[src/rtl/awmd_pkg.sv]
package awmd_pkg;

  localparam int unsigned WINDOW_DEF = 16;

  localparam int unsigned AXIS_W     = 16;
  localparam int unsigned TIME_W     = 32;
  localparam int unsigned MAG_W      = 16;
  localparam int unsigned SQ_W       = 2 * AXIS_W;
  localparam int unsigned REM_W      = MAG_W + 2;
  localparam int unsigned SQRT_STEPS = MAG_W;
  localparam int unsigned ITER_W     = $clog2(SQRT_STEPS);
  localparam int unsigned ONE_G_W    = 15;
  localparam int unsigned THR_W      = 16;
  localparam int unsigned CFG_IDX_W  = 2;
  localparam int unsigned CFG_DATA_W = 16;

  localparam logic [ONE_G_W-1:0] ONE_G_RST    = 15'd16384;
  localparam logic [THR_W-1:0]   STD_THR_RST  = 16'd819;
  localparam logic [THR_W-1:0]   MEAN_TOL_RST = 16'd1638;

  typedef enum logic [CFG_IDX_W-1:0] {
    CFG_ONE_G    = 2'd0,
    CFG_STD_THR  = 2'd1,
    CFG_MEAN_TOL = 2'd2
  } cfg_idx_e;

  typedef enum logic [3:0] {
    ST_IDLE,
    ST_DECODE,
    ST_SQ_X,
    ST_SQ_Y,
    ST_SQ_Z,
    ST_SQRT,
    ST_SQR_MAG,
    ST_UPDATE,
    ST_MUL_A,
    ST_MUL_B,
    ST_FINISH
  } state_e;

  typedef enum logic [3:0] {
    OP_NONE,
    OP_SQ_X,
    OP_SQ_Y,
    OP_SQ_Z,
    OP_SQRT_FIRST,
    OP_SQRT,
    OP_SQR_MAG,
    OP_UPDATE,
    OP_MUL_A,
    OP_MUL_B
  } dp_op_e;

  typedef struct packed {
    logic   load;
    dp_op_e op;
    logic   commit;
  } dp_cmd_t;

  typedef struct packed {
    logic is_restart;
  } dp_status_t;

  typedef struct packed {
    logic                     cmd;
    logic signed [AXIS_W-1:0] axis_x;
    logic signed [AXIS_W-1:0] axis_y;
    logic signed [AXIS_W-1:0] axis_z;
    logic [TIME_W-1:0]        now_ms;
  } in_item_t;

  typedef struct packed {
    logic              moved;
    logic [TIME_W-1:0] last_move_ms;
    logic [MAG_W-1:0]  magnitude;
  } out_item_t;

endpackage

[src/rtl/awmd_ctrl.sv]
module awmd_ctrl import awmd_pkg::*; (
  input  logic       clk_i,
  input  logic       rst_ni,
  input  logic       in_valid_i,
  output logic       in_stall_o,
  output logic       out_valid_o,
  input  logic       out_stall_i,
  input  dp_status_t status_i,
  output dp_cmd_t    cmd_o
);

  state_e              state_q, state_d;
  logic [ITER_W-1:0]   iter_q, iter_d;
  logic                out_valid_q, out_valid_d;

  always_ff @(posedge clk_i or negedge rst_ni) begin
    if (!rst_ni) begin
      state_q     <= ST_IDLE;
      iter_q      <= '0;
      out_valid_q <= 1'b0;
    end else begin
      state_q     <= state_d;
      iter_q      <= iter_d;
      out_valid_q <= out_valid_d;
    end
  end

  always_comb begin
    state_d     = state_q;
    iter_d      = iter_q;
    out_valid_d = out_valid_q && out_stall_i;
    in_stall_o  = 1'b1;
    cmd_o       = '{load: 1'b0, op: OP_NONE, commit: 1'b0};
    case (state_q)
      ST_IDLE: begin
        in_stall_o = 1'b0;
        if (in_valid_i) begin
          cmd_o.load = 1'b1;
          state_d    = ST_DECODE;
        end
      end
      ST_DECODE: begin
        state_d = status_i.is_restart ? ST_FINISH : ST_SQ_X;
      end
      ST_SQ_X: begin
        cmd_o.op = OP_SQ_X;
        state_d  = ST_SQ_Y;
      end
      ST_SQ_Y: begin
        cmd_o.op = OP_SQ_Y;
        state_d  = ST_SQ_Z;
      end
      ST_SQ_Z: begin
        cmd_o.op = OP_SQ_Z;
        iter_d   = '0;
        state_d  = ST_SQRT;
      end
      ST_SQRT: begin
        cmd_o.op = (iter_q == '0) ? OP_SQRT_FIRST : OP_SQRT;
        iter_d   = iter_q + 1'b1;
        if (iter_q == ITER_W'(SQRT_STEPS - 1)) begin
          state_d = ST_SQR_MAG;
        end
      end
      ST_SQR_MAG: begin
        cmd_o.op = OP_SQR_MAG;
        state_d  = ST_UPDATE;
      end
      ST_UPDATE: begin
        cmd_o.op = OP_UPDATE;
        state_d  = ST_MUL_A;
      end
      ST_MUL_A: begin
        cmd_o.op = OP_MUL_A;
        state_d  = ST_MUL_B;
      end
      ST_MUL_B: begin
        cmd_o.op = OP_MUL_B;
        state_d  = ST_FINISH;
      end
      ST_FINISH: begin
        if (!out_valid_q || !out_stall_i) begin
          cmd_o.commit = 1'b1;
          out_valid_d  = 1'b1;
          state_d      = ST_IDLE;
        end
      end
      default: begin
        state_d = ST_IDLE;
      end
    endcase
  end

  assign out_valid_o = out_valid_q;

endmodule

[config.mk]
export PLATFORM = sky130hd
export DESIGN_NAME = awmd_ctrl
export DESIGN_NICKNAME = d
export VERILOG_FILES = /design/src/rtl/awmd_pkg.sv /design/src/rtl/awmd_ctrl.sv
export SDC_FILE = /design/constraint.sdc
export NUM_CORES = 1
export LEC_CHECK = 0
export ABC_AREA = 1
export BUFFER_PORTS_ARGS = -buffer_cell sky130_fd_sc_hd__buf_2
export CORE_AREA = 4 4 41 43
export DETAILED_ROUTE_END_ITERATION = 8
export DIE_AREA = 0 0 45 47
export SLEW_MARGIN = 25
export SYNTH_ARGS = -nofsm -noshare
export SYNTH_HDL_FRONTEND = slang
export SYNTH_SLANG_ARGS = --single-unit
[constraint.sdc]
create_clock -name clk_i -period 1.9 [get_ports clk_i]
set_clock_uncertainty 0.15 [all_clocks]
set_input_delay 0.095 -clock clk_i [delete_from_list [all_inputs] [get_ports clk_i]]
set_output_delay 0.095 -clock clk_i [all_outputs]
set_load 0.05 [all_outputs]
==> results of run 1 <==
-- worst max-delay path, stage by stage, from the launching register on --
cell and delay, ns:
dfrtp_1 0.41, inv_1 0.08, nand2_1 0.13, nor2_2 0.20, nand2_1 0.07, nand4_1 0.06
buf_2 0.26
-- cell families after synthesis --
| kind of cell | Yosys count | share of synthesized area, % |
|---|---|---|
| adder cells (fa/ha/maj) | 2 | 4.52 |
| AO/OA/AOI/OAI | 10 | 9.73 |
| AND/OR/NAND/NOR | 47 | 36.2 |
| buffers and inverters | 13 | 8.82 |
| flip-flops | 9 | 40.7 |
-- cell usage after synthesis (all sizes together) --
cell type,n,share of area [%]
nand2,21,14
dfrtp,9,41
o22ai,1,1.1
a21oi,1,0.90
o21bai,1,1.4
o21ai,7,6.3
inv,13,8.8
nand4,1,1.1
or2,1,1.1
nor2,13,9.7
ha,2,4.5
nand3,11,10
-- where the power goes --
| group | switching [W] | internal, W | total, W |
|---|---|---|---|
| registers | 0.0000803 | 0.000261 | 0.000342 |
| logic | 0.000542 | 0.000189 | 0.000731 |
| clock network | 0.0000679 | 0.0000808 | 0.000149 |
| total | 0.000690 | 0.000531 | 0.00122 |
-- cell usage in the layout (no fill, tap or decap) --
master	n
or2_2	1
dfrtp_1	9
o21ai_1	1
a21oi_1	1
o21ai_0	6
nor2_1	10
dlygate4sd3_1	3
clkbuf_4	3
inv_1	12
nor2_2	3
clkbuf_1	1
o22ai_1	1
nand2_1	21
ha_1	2
buf_2	12
nand4_1	1
nand3_1	11
inv_2	1
o21bai_1	1
-- registers in the layout, summed over array words and instances, names as in the netlist --
| signal | cells |
|---|---|
| iter_q | 4 |
| out_valid_o | 1 |
| state_q | 4 |
-- worst paths after layout --
| path | endpoint | startpoint |
|---|---|---|
| worst min-delay path | out_valid_o | rst_ni |
| worst min register to register | out_valid_o | out_valid_o |
| worst max-delay path | cmd_o[1] | state_q[3] |
| min in group clk_i | state_q[1] | in_valid_i |
| worst max register to register | iter_q[2] | iter_q[1] |
| max in group asynchronous | state_q[0] | rst_ni |
-- layer usage --
layer	part of all wire (%)	routed length (um)	up-vias	GRT usage (%)
met2	46	573	20	20.6
met1	46	566	264	16.8
met4	0.73	9	0	6.43
li1	-	-	298	-
met5	0	0	-	0
met3	7.3	91	2	8.05
-- per-stage QoR --
step	util, %	setup slack, ns
2_1_floorplan	-	0.131
3_3_place_gp	48.8	0.451
3_5_place_dp	48.8	0.446
4_1_cts	53.1	0.158
5_1_grt	53.1	0.0364
6_report	53.1	0.168
-- layout make-up --
cell class,count,area [um2],share of cell area (%)
flip-flops and latches,9,225,32.6
inverters,13,48.8,7.07
multi-input cells,59,282,40.8
well taps,15,18.8,2.72
clock buffers,4,26.3,3.80
repair buffers,15,90.1,13.0
==> impl_metrics.yaml, run 1 <==
worst_setup_path:
  crit_arrival_ns: 1.49
  reg2reg_slack_ns: 0.56
  crit_path_start_kind: "flip-flop"
  setup.worst_path.end_class: "output pin"
  worstRegToRegCells: 4
  cp.required_ns: 1.65
  critical_path_class: "reg2out"
  crit_path_max_fanout: 5
cts:
  holdBufCountCts: 3
  worstSkewPairLatency_ns: 0.26
  cts-htree-levels: 1
  cts_tree: "built"
  cts_resized: 0
  clk_pin_slew_ns: 0.07
  cts_buffers: 3
  cts.sinks: 9
  cts_setup_buffers: 0
  cts-root-buf: "clkbuf_4"
  clockBufferDepth: 2
power:
  powerDensity_nw_per_um2: 1770
  p_leak_nw: 0.401
  p_total_w: 0.00122
  ir_drop_uv: 664
sta:
  period_minus_slack_ns: 1.73
  setup_tns_ns: 0
  tightest_slew_ns: 0.318
  timing.fmax_mhz: 578
  setup_viol: 0
  drv_slew: 0
  slew_headroom_pct: 78.7
  period_share_pct: 91.1
  hold_violations: 0
  whs_ns: 0.0587
  rsz0062_at_grt: "false"
synthesis:
  synth_cell_types: 14
  ys_warn_count: 0
  netlist_area_um2: 553
  synth_seq_cells: 9
  syn_area_per_cell_um2: 6.83
  synth-seq-area-share_pct: 40.7
  synthCells: 81
  synth_nets: 88
floorplanning:
  core_um2: 1300
  design.die.area_um2: 2120
  ioPinCount: 13
  start_util_pct: 42.5
  die-width_um: 45
  row_count: 13
  die_y_um: 47
final_layout:
  drive_above_1_share_pct: 20.0
  stdcell_count: 115
  final_area_um2: 691
  num-fill-cells: 128
  syn_to_final_growth_pct: 24.9
  diodes: 0
  fin_nets: 108
grt:
  grt_first_pass_wirelength_mm: 2.10
  antenna_found_initial: 0
  overflow: 0
  grt_max_degree: 10
  grt_pass1_vias: 504
  track_usage_pct: 14.1
drt:
  wl_mm: 1.24
  drtPass1Iterations: 4
  via_count: 584
  post_drt_wl_per_cell_um: 10.8
  drt_first_iter_violations: 11
  drc: 0
  postRouteAntennaNets: 0
  avgViaCountPerCell: 5.08
placed_design:
  io_buffers: 12
  place.gp.congestion: 0.771
  place_area_um2: 634
  dp.cells: 108
  post-dp-hpwl_um: 984
outcome:
  status: "completed"
job:
  drv_cap: 0
hold_path:
  hold_path.class: "in2async"
Note: power is estimated with default switching activity, not from simulation.
==> run 2: changes to the inputs <==
==> constraint.sdc (replaced) <==
create_clock -name clk_i -period 1.71 [get_ports clk_i]
set_clock_uncertainty 0.15 [all_clocks]
set_input_delay 0.0855 -clock clk_i [delete_from_list [all_inputs] [get_ports clk_i]]
set_output_delay 0.0855 -clock clk_i [all_outputs]
set_load 0.05 [all_outputs]
==> run 2 against run 1 <==
Die area unchanged. Combinational power grew 24%. Total power increased by 20%. Worst setup slack got worse by 0.11 ns. Sequential share of layout area shrank 1.7 points. Final cell count is 1.7% higher. Critical path depth is the same. Critical path type unchanged.
==> impl_metrics.yaml, run 2 (same netlist as run 1, synthesis figures left out) <==
placed_design:
  dp_slack_ns: 0.250
  post-dp-hpwl_um: 959
  place.gp.congestion: 0.782
  io_buffers: 12
  dp.cells: 109
floorplanning:
  ioPinCount: 13
  row_count: 13
  die_y_um: 47
  core_um2: 1300
  die-width_um: 45
  start_util_pct: 42.5
  design.die.area_um2: 2120
final_layout:
  mostFrequentLayoutCells: "nand2_1, inv_1, nand3_1"
  syn_to_final_growth_pct: 31.9
  drive_above_1_share_pct: 23.5
  fin_nets: 110
  layout_commonest_cell: "nand2_1"
  diodes: 0
  num-fill-cells: 125
  stdcell_count: 117
drt:
  drtPass1Iterations: 4
  post_drt_wl_per_cell_um: 10.9
  wl_mm: 1.28
  drc: 0
  avgViaCountPerCell: 4.90
  via_count: 573
  drt_first_iter_violations: 17
  postRouteAntennaNets: 0
sta:
  period_minus_slack_ns: 1.65
  whs_ns: 0.0448
  hold_violations: 0
  tightest_slew_ns: 0.298
  setup_ws_ns: 0.0604
  rsz0062_at_grt: "true"
  timing.fmax_mhz: 606
  setup_viol: 0
  period_share_pct: 96.5
  setup_tns_ns: 0
  drv_slew: 0
  slew_headroom_pct: 79.9
cts:
  cts-root-buf: "clkbuf_4"
  clockBufferDepth: 2
  cts.sinks: 9
  cts-htree-levels: 1
  cts_buffers: 3
  cts_tree: "built"
  worstSkewPairLatency_ns: 0.27
  clk_pin_slew_ns: 0.07
worst_setup_path:
  cpPeakStageDelay_ns: 0.42
  path_cells: "inv_1 > nand2_1 > nor2_4 > nand2_1 > nand4_1 > buf_6"
  crit_path_start_kind: "flip-flop"
  crit_arrival_ns: 1.41
  crit_path_max_fanout: 5
  reg2reg_slack_ns: 0.35
  setup.worst_path.end_class: "output pin"
  cpMaxStageDelayCell: "dfrtp_1"
  cp.required_ns: 1.47
  critical_path_class: "reg2out"
  cp_common_cell: "nand2_1"
power:
  p_leak_nw: 0.413
  ir_drop_uv: 1060
  powerDensity_nw_per_um2: 2000
  p_total_w: 0.00146
grt:
  overflow: 0
  grt_first_pass_wirelength_mm: 2.15
  grt_pass1_vias: 514
  track_usage_pct: 14.3
  grt_max_degree: 10
  antenna_found_initial: 0
hold_path:
  hold_path.class: "in2async"
job:
  drv_cap: 0
outcome:
  status: "completed"
## run 2: changes by cell type in the layout (fill, tap and decap cells not counted), sizes merged
cell | before | now
clkbuf | 4 | 6
## run 2: area by class of cell
class                           count  area [um2]  share of cell area, %
Clock buffer                        4        26.3                   3.60
Sequential cell                     9         225                   30.9
Timing Repair Buffer               17         119                   16.3
Tap cell                           15        18.8                   2.57
Multi-Input combinational cell     59         292                   40.0
Inverter                           13        48.8                   6.69
## run 2: final timing paths
check                       startpoint          end  cells past startpoint
max                         state_q[3]     cmd_o[1]                      6
min                             rst_ni  out_valid_o                      2
max reg2reg                 state_q[3]    iter_q[3]                      6
min reg2reg                out_valid_o  out_valid_o                      2
max in group asynchronous       rst_ni   state_q[0]                      2
min in group clk_i          in_valid_i   state_q[1]                      5
## run 2: routing by layer
metal  wire length, um  share of wire [%]  global-route usage, %
met4                 4               0.31                   4.09
met2               602                 47                   20.9
met1               569                 44                   18.5
met3               106                8.3                   7.28
met5                 0                  0                      0
## run 2: critical path: cells and delay by family (launching register included)
family	cells	cell delay, ns
AND/OR/NAND/NOR	4	0.46
buffers and inverters	2	0.25
flip-flops	1	0.42
## run 2: timing repair
item                                   4_1_cts  5_1_grt
gates cloned                                 0        0
hold buffers                                 3        0
endpoints found under the hold margin       11        0
pin swaps                                    0        1
setup buffers                                0        1
resized for setup                            2        7
setup endpoints to repair                    2        3
## run 2: power breakdown
group	leakage, nW	internal (W)	switching [W]
registers	0.118	0.000290	0.0000971
logic	0.281	0.000276	0.000628
clock network	0.0150	0.0000899	0.0000787
total	0.413	0.000656	0.000804
## run 2: metrics by stage
stage,area (um2),util (%)
6_report,729,56.1
3_3_place_gp,642,49.3
5_1_grt,729,56.1
4_1_cts,703,54.0
2_1_floorplan,556,-
3_5_place_dp,642,49.3
